==> config.mk <==
export PLATFORM = sky130hd
export DESIGN_NAME = symbol_to_bit_packer
export DESIGN_NICKNAME = d
export VERILOG_FILES = /design/src/hdl/stbp_pkg.sv /design/src/hdl/symbol_to_bit_packer.sv /design/src/hdl/stbp_result_queue.sv
export SDC_FILE = /design/constraint.sdc
export NUM_CORES = 1
export LEC_CHECK = 0
export ABC_AREA = 1
export ABC_CLOCK_PERIOD_IN_PS = 10700
export BUFFER_PORTS_ARGS = -buffer_cell sky130_fd_sc_hd__buf_2
export CORE_ASPECT_RATIO = 0.5
export CORE_MARGIN = 10
export CORE_UTILIZATION = 55
export CTS_CLUSTER_DIAMETER = 30
export DETAILED_ROUTE_END_ITERATION = 12
export GPL_ROUTABILITY_DRIVEN = 0
export GPL_TIMING_DRIVEN = 0
export PLACE_DENSITY_LB_ADDON = 0.2
export SLEW_MARGIN = 20
export SYNTH_ARGS = -nofsm -noshare
export SYNTH_HDL_FRONTEND = slang
export SYNTH_SLANG_ARGS = --single-unit
==> constraint.sdc <==
create_clock -name clk -period 10.7 [get_ports clk]
set_input_delay 2.14 -clock clk [delete_from_list [all_inputs] [get_ports clk]]
set_output_delay 2.14 -clock clk [all_outputs]
set_load 0.05 [all_outputs]
==> src/hdl/stbp_pkg.sv <==
// stbp_pkg: shared types, constants and the symbol code table for the
// symbol-to-bit packer. No dependencies.
`default_nettype none

package stbp_pkg;

  localparam int QDEPTH = 4;
  localparam int QPTR_W = $clog2(QDEPTH);
  localparam int QCNT_W = $clog2(QDEPTH + 1);

  localparam logic [16:0] INDEX_MAX     = 17'h1FFFF;
  localparam logic [15:0] MAX_BYTES_RST = 16'd256;

  localparam logic [7:0] SYM_4     = 8'h34;
  localparam logic [7:0] SYM_V     = 8'h76;
  localparam logic [7:0] SYM_DASH  = 8'h2D;
  localparam logic [7:0] SYM_K     = 8'h6B;
  localparam logic [7:0] SYM_S     = 8'h73;
  localparam logic [7:0] SYM_UP_Y  = 8'h59;
  localparam logic [7:0] SYM_P     = 8'h70;
  localparam logic [7:0] SYM_AT    = 8'h40;
  localparam logic [7:0] SYM_N     = 8'h6E;
  localparam logic [7:0] SYM_5     = 8'h35;
  localparam logic [7:0] SYM_3     = 8'h33;
  localparam logic [7:0] SYM_UP_F  = 8'h46;

  typedef struct packed {
    logic [7:0]  byte_value;
    logic [15:0] byte_index;
    logic        byte_valid;
    logic        last;
  } result_t;

  // Results of one input transfer: one or two.
  typedef struct packed {
    result_t first;
    result_t second;
    logic    two;
  } entry_t;

  typedef struct packed {
    logic [1:0] len;
    logic [2:0] pat;
  } code_t;

  function automatic code_t lookup(input logic [7:0] sym);
    code_t c;
    c = '0;
    case (sym)
      SYM_4:    c = '{len: 2'd3, pat: 3'd0};
      SYM_V:    c = '{len: 2'd3, pat: 3'd1};
      SYM_DASH: c = '{len: 2'd3, pat: 3'd2};
      SYM_K:    c = '{len: 2'd3, pat: 3'd3};
      SYM_S:    c = '{len: 2'd3, pat: 3'd4};
      SYM_UP_Y: c = '{len: 2'd3, pat: 3'd5};
      SYM_P:    c = '{len: 2'd3, pat: 3'd6};
      SYM_AT:   c = '{len: 2'd3, pat: 3'd7};
      SYM_N:    c = '{len: 2'd2, pat: 3'd0};
      SYM_5:    c = '{len: 2'd2, pat: 3'd1};
      SYM_3:    c = '{len: 2'd2, pat: 3'd2};
      SYM_UP_F: c = '{len: 2'd2, pat: 3'd3};
      default:  c = '0;
    endcase
    return c;
  endfunction

endpackage

`default_nettype wire

==> src/hdl/symbol_to_bit_packer.sv <==
// symbol_to_bit_packer: top level; input register, bit packing logic and
// state, max_bytes register. Depends on stbp_pkg and stbp_result_queue.
`default_nettype none

// One symbol is taken per clock unless the result queue is full. Its code is
// merged into the partial byte in a single registered step between the input
// register and a four-entry result queue, so a new symbol may transfer every
// cycle while results drain. Most symbols give zero or one result; the
// end-of-string symbol that both completes a byte and flushes a partial one
// gives two. Sustained rate is one symbol per cycle as long as the output
// takes one result per cycle on average; each result passes the input
// register and the result queue. Write max_bytes only while idle.

module symbol_to_bit_packer
  import stbp_pkg::*;
(
  input  wire logic        clk,
  input  wire logic        rst_n,
  input  wire logic        cfg_wr_en,
  input  wire logic [15:0] cfg_wr_data,
  input  wire logic        in_valid,
  output logic             in_stall,
  input  wire logic [7:0]  in_symbol,
  input  wire logic        in_end_of_string,
  output logic             out_valid,
  input  wire logic        out_stall,
  output logic [7:0]       out_byte_value,
  output logic [15:0]      out_byte_index,
  output logic             out_byte_valid,
  output logic             out_last
);

  logic        s1_v_r;
  logic [7:0]  sym_r;
  logic        end_r;
  logic [15:0] max_r;
  logic [7:0]  pb_r;
  logic [2:0]  bp_r;
  logic [16:0] idx_r;

  code_t       code;
  logic [3:0]  total;
  logic [4:0]  sh;
  logic [15:0] acc;
  logic        done;
  logic [7:0]  pb_nxt;
  logic [2:0]  bp_nxt;
  logic [16:0] idx_inc, idx1;
  logic        e1, e2, flush;
  result_t     r1, r2;
  entry_t      ent;
  logic        adv, push, q_full, in_xfer;

  assign adv      = s1_v_r && !q_full;
  assign in_stall = s1_v_r && q_full;
  assign in_xfer  = in_valid && !in_stall;

  assign code    = lookup(sym_r);
  assign total   = {1'b0, bp_r} + {2'b00, code.len};
  assign sh      = 5'd16 - {2'b00, bp_r} - {3'b000, code.len};
  assign acc     = {pb_r, 8'h00} | ({13'b0, code.pat} << sh);
  assign done    = total[3];
  assign pb_nxt  = done ? acc[7:0] : acc[15:8];
  assign bp_nxt  = total[2:0];
  assign idx_inc = (idx_r != INDEX_MAX) ? idx_r + 17'd1 : idx_r;
  assign idx1    = done ? idx_inc : idx_r;
  assign e1      = done && (idx_r < {1'b0, max_r});
  assign flush   = end_r && (bp_nxt != 3'd0);
  assign e2      = flush && (idx1 < {1'b0, max_r});

  assign r1 = '{byte_value: acc[15:8], byte_index: idx_r[15:0],
                byte_valid: 1'b1, last: end_r && !e2};
  assign r2 = '{byte_value: pb_nxt, byte_index: idx1[15:0],
                byte_valid: 1'b1, last: 1'b1};

  always_comb begin
    ent = '0;
    if (e1 && e2) begin
      ent.first  = r1;
      ent.second = r2;
      ent.two    = 1'b1;
    end else if (e1) begin
      ent.first = r1;
    end else if (e2) begin
      ent.first = r2;
    end else begin
      ent.first.last = 1'b1;  // bare end marker
    end
  end

  assign push = adv && (e1 || e2 || end_r);

  always_ff @(posedge clk) begin
    if (in_xfer) begin
      sym_r <= in_symbol;
      end_r <= in_end_of_string;
    end
  end

  always_ff @(posedge clk) begin
    if (!rst_n) begin
      s1_v_r <= 1'b0;
      max_r  <= MAX_BYTES_RST;
      pb_r   <= '0;
      bp_r   <= '0;
      idx_r  <= '0;
    end else begin
      if (in_xfer) begin
        s1_v_r <= 1'b1;
      end else if (adv) begin
        s1_v_r <= 1'b0;
      end
      if (cfg_wr_en) begin
        max_r <= cfg_wr_data;
      end
      if (adv) begin
        if (end_r) begin
          pb_r  <= '0;
          bp_r  <= '0;
          idx_r <= '0;
        end else begin
          pb_r  <= pb_nxt;
          bp_r  <= bp_nxt;
          idx_r <= idx1;
        end
      end
    end
  end

  stbp_result_queue u_queue (
    .clk            (clk),
    .rst_n          (rst_n),
    .push           (push),
    .push_ent       (ent),
    .full           (q_full),
    .out_valid      (out_valid),
    .out_stall      (out_stall),
    .out_byte_value (out_byte_value),
    .out_byte_index (out_byte_index),
    .out_byte_valid (out_byte_valid),
    .out_last       (out_last)
  );

  a_end_clears: assert property (@(posedge clk) disable iff (!rst_n)
    (adv && end_r) |=> (bp_r == 3'd0 && pb_r == 8'h00 && idx_r == 17'd0))
    else $error("string state not cleared after end item");

  a_two_only_at_end: assert property (@(posedge clk) disable iff (!rst_n)
    (push && ent.two) |-> end_r)
    else $error("two results from a non-end item");

endmodule

`default_nettype wire

==> src/hdl/stbp_result_queue.sv <==
// stbp_result_queue: small queue of per-item result groups that hands out
// one result per output transfer. Depends on stbp_pkg.
`default_nettype none

module stbp_result_queue
  import stbp_pkg::*;
(
  input  wire logic        clk,
  input  wire logic        rst_n,
  input  wire logic        push,
  input  wire entry_t      push_ent,
  output logic             full,
  output logic             out_valid,
  input  wire logic        out_stall,
  output logic [7:0]       out_byte_value,
  output logic [15:0]      out_byte_index,
  output logic             out_byte_valid,
  output logic             out_last
);

  entry_t              ent_r [QDEPTH];
  logic [QPTR_W-1:0]   wr_ptr_r, rd_ptr_r;
  logic [QCNT_W-1:0]   cnt_r;
  logic                sub_r;
  entry_t              head;
  result_t             res;
  logic                xfer, pop;

  assign head      = ent_r[rd_ptr_r];
  assign res       = sub_r ? head.second : head.first;
  assign out_valid = (cnt_r != '0);
  assign full      = (cnt_r == QCNT_W'(QDEPTH));
  assign xfer      = out_valid && !out_stall;
  assign pop       = xfer && (!head.two || sub_r);

  assign out_byte_value = res.byte_value;
  assign out_byte_index = res.byte_index;
  assign out_byte_valid = res.byte_valid;
  assign out_last       = res.last;

  function automatic logic [QPTR_W-1:0] ptr_inc(input logic [QPTR_W-1:0] p);
    return (p == QPTR_W'(QDEPTH - 1)) ? '0 : p + 1'b1;
  endfunction

  always_ff @(posedge clk) begin
    if (push) begin
      ent_r[wr_ptr_r] <= push_ent;
    end
  end

  always_ff @(posedge clk) begin
    if (!rst_n) begin
      wr_ptr_r <= '0;
      rd_ptr_r <= '0;
      cnt_r    <= '0;
      sub_r    <= 1'b0;
    end else begin
      if (push) begin
        wr_ptr_r <= ptr_inc(wr_ptr_r);
      end
      if (pop) begin
        rd_ptr_r <= ptr_inc(rd_ptr_r);
        sub_r    <= 1'b0;
      end else if (xfer) begin
        sub_r <= 1'b1;
      end
      case ({push, pop})
        2'b10:   cnt_r <= cnt_r + 1'b1;
        2'b01:   cnt_r <= cnt_r - 1'b1;
        default: cnt_r <= cnt_r;
      endcase
    end
  end

  a_no_overflow: assert property (@(posedge clk) disable iff (!rst_n)
    push |-> (!full || pop))
    else $error("push into full result queue");

  a_sub_two: assert property (@(posedge clk) disable iff (!rst_n)
    sub_r |-> (out_valid && head.two))
    else $error("second result selected on single-result entry");

endmodule

`default_nettype wire

==> results.sh <==
export IMPL_status="completed"
export IMPL_cts_buffers=34
export IMPL_cts_tree="built"
export IMPL_netlist_instances=1318
export IMPL_hold_start="pb_r[1]"
export IMPL_die_w_um=237
export IMPL_drv_slew=0
export IMPL_ys_warn_count=0
export IMPL_antenna_found_initial=1
export IMPL_r2r_end="u_queue.ent_r[2][36]"
export IMPL_synthesis_area_sq_um=12900
export IMPL_clk_pin_slew_worst_paths_ps=60
export IMPL_cts_root_buf="clkbuf_16"
export IMPL_yosysTopAreaCell="edfxtp_1"
export IMPL_wirelength_um=34000
export IMPL_crit_path_start_kind="flip-flop"
export IMPL_instances_no_fill=1752
export IMPL_reg2regPathDepth=24
export IMPL_post_cts_buffers=0
export IMPL_total_power_mw=2.57
export IMPL_ys_top_cells_by_area="edfxtp_1 50%, dfxtp_1 8.5%, nor2_1 6.5%"
export IMPL_core_area_sq_um=22900
export IMPL_tightest_slew_ps=969
export IMPL_slew_headroom=0.347
export IMPL_hold_violations=0
export IMPL_reg2reg_from="sym_r[6]"
export IMPL_use_met1=0.301
export IMPL_synthFlopType="edfxtp_1"
export IMPL_powerDensity_nw_per_um2=171
export IMPL_synth_edf_count=213
export IMPL_grt_busiest_layer="met2"
export IMPL_grt_pass1_wl_um=51900
export IMPL_clockBufferDepth=3
export IMPL_clock_latency_ps=530
export IMPL_io_buffers=57
export IMPL_ff2ff_setup_slack_ps=5210
export IMPL_multi_input_area_sq_um=4730
export IMPL_num_io_pins=58
export IMPL_ctsResizeCount=0
export IMPL_antenna_cells=0
export IMPL_syn_area_per_cell_sq_um=9.80
export IMPL_fillers=1793
export IMPL_seq_area_sq_um=7500
export IMPL_die_area_sq_um=30400
export IMPL_layout_commonest_cell="nor2_1"
export IMPL_synth_top_area_share=0.495
export IMPL_critPathCaptureType="flip-flop"
export IMPL_hp_class="flip-flop to flip-flop"
export IMPL_critPathMaxFanout=7
export IMPL_ant_nets=0
export IMPL_holdBufCountCts=0
export IMPL_slowest_delay_ps=820
export IMPL_finalSetupViolCount=0
export IMPL_drc=0
export IMPL_synthArstFlopShare=0
export IMPL_first_pass_iters=6
export IMPL_die_h_um=128
export IMPL_use_met2=0.328
export IMPL_leakage_nw=5.59
export IMPL_cts_htree_levels=2
export IMPL_required_ps=10880
export IMPL_whs_ps=464
export IMPL_cts_sinks=268
export IMPL_drive_above_1_share=0.128
export IMPL_rows=39
export IMPL_maxCapViolations=0
export IMPL_fin_crit_sh=0.513
export IMPL_dp_final_hpwl_um=24300
export IMPL_ys_types=48
export IMPL_yosysSeqAreaShare=0.581
export IMPL_syn_to_final_growth_pct=16.1
export IMPL_start_util=0.563
export IMPL_grt_max_degree=24
export IMPL_vias_per_cell=5.73
export IMPL_crit_top_cell="nand2_1"
export IMPL_worstSetupPathType="flip-flop to flip-flop"
export IMPL_grt_use_met3=0.0603
export IMPL_finClkSkew_ps=26.2
export IMPL_syn_nets=1395
export IMPL_grt_pass1_vias=9304
export IMPL_synth_seq_cells=268
export IMPL_drt_iter0_markers=1088
export IMPL_critPathArrivalTime_ps=5660
export IMPL_fin_nets=1496
export IMPL_crit_end="u_queue.ent_r[2][36]"
export IMPL_irDropWorstVdd_mv=0.118
export IMPL_rsz0062_at_grt="false"
export IMPL_max_freq_mhz=182
export IMPL_layout_common_cells="218 x nor2_1, 213 x edfxtp_1, 175 x nand2_1, 136 x o21ai_0, 106 x inv_1"
export IMPL_tns_ps=0
export IMPL_routedWlPerCell_um=19.4
export IMPL_crit_start="sym_r[6]"
export IMPL_layout_min_cycle_time_ps=5490
export IMPL_cp_slowest_cell="o21ai_0"
export IMPL_grt_usage=0.216
export IMPL_gr_total_overflow=0
export IMPL_final_core_util=0.654
export IMPL_placed_cells=1690
export IMPL_path_cells="nand2_1 -> nor2_1 -> o21ai_0 -> nand2_1 -> inv_1 -> nand2_1 -> inv_1 -> nand3_1 -> ha_1 -> nand3_1 -> nand2_1 -> nand2_4 -> nor3_2 -> nand3_1 -> xor2_1 -> inv_1 -> ha_1 -> a21oi_1 -> o21ai_0 -> nor2_1 -> nor3_1 -> nor2_4 -> nand4_2 -> o21ai_0"
export IMPL_num_vias=10036
## worst min path at each step
stage | to | slack (ps) | cells after the start
after global placement | pb_r[2] | 450 | 2
after floorplan | pb_r[0] | 440 | 2
final | pb_r[1] | 460 | 2
after CTS | pb_r[1] | 460 | 2
after detailed placement | pb_r[1] | 460 | 2
after global routing | pb_r[1] | 470 | 2
## critical path: cells and delay by family, from the launching register on
kind / cells / cell delay, ps
AOI/OAI and AO/OA: 4 / 1310
and+or+nand+nor: 14 / 2050
DFF: 1 / 370
buffers and inverters: 3 / 310
adders and majority gates: 2 / 670
xor gates and xnor gates: 1 / 430
## routing by layer
| layer | routed length, um | vias to the layer above |
|---|---|---|
| met5 | 0 | - |
| met4 | 473 | 0 |
| met3 | 3780 | 39 |
| met2 | 14900 | 483 |
| met1 | 14800 | 4749 |
| li1 | - | 4765 |
## report_power, final
part | switching, mW | internal [mW]
clock network | 0.467 | 0.711
registers | 0.00627 | 1.13
logic | 0.189 | 0.0630
total | 0.663 | 1.90
## cell usage after synthesis, types with 11 or more instances
library cell,number
a21oi_1,69
a31oi_1,26
clkbuf_1,49
dfxtp_1,55
edfxtp_1,213
ha_1,44
inv_1,106
nand2_1,175
nand3_1,59
nand4_1,11
nor2_1,222
nor2_4,23
o21ai_0,136
o21ai_1,12
o22ai_1,35
xor2_1,13
## flip-flops by register name (all words and copies together), names as in the netlist, named ones only
register	cells
idx_r	17
u_queue.ent_r	204
max_r	16
end_r	1
s1_v_r	1
sym_r	8
bp_r	3
u_queue.rd_ptr_r	2
u_queue.cnt_r	3
u_queue.wr_ptr_r	2
pb_r	8
u_queue.sub_r	1
## kinds of logic after synthesis
group | after synthesis | synth area share
flip-flops | 268 | 0.581
buffers and inverters | 175 | 0.0552
AO/OA/AOI/OAI | 291 | 0.122
AND/OR/NAND/NOR | 522 | 0.184
XOR/XNOR | 15 | 0.0102
adder cells (fa/ha/maj) | 47 | 0.0473
## stage by stage
step	cell area, sq um	worst slack (ps)
after floorplan	12900	5740
after global placement	13600	3590
after detailed placement	13800	5400
after CTS	15000	5370
after global routing	15000	4810
final	15000	5210
## layout make-up
type,instances,share of cell area
repair buffers,65,0.0322
flip-flops and latches,268,0.500
clock buffers,37,0.0589
well taps,307,0.0256
plain buffers,62,0.0188
clock inverters,25,0.0199
multi-input cells,875,0.316
inverters,113,0.0288
(Power assumes the default switching activity.)
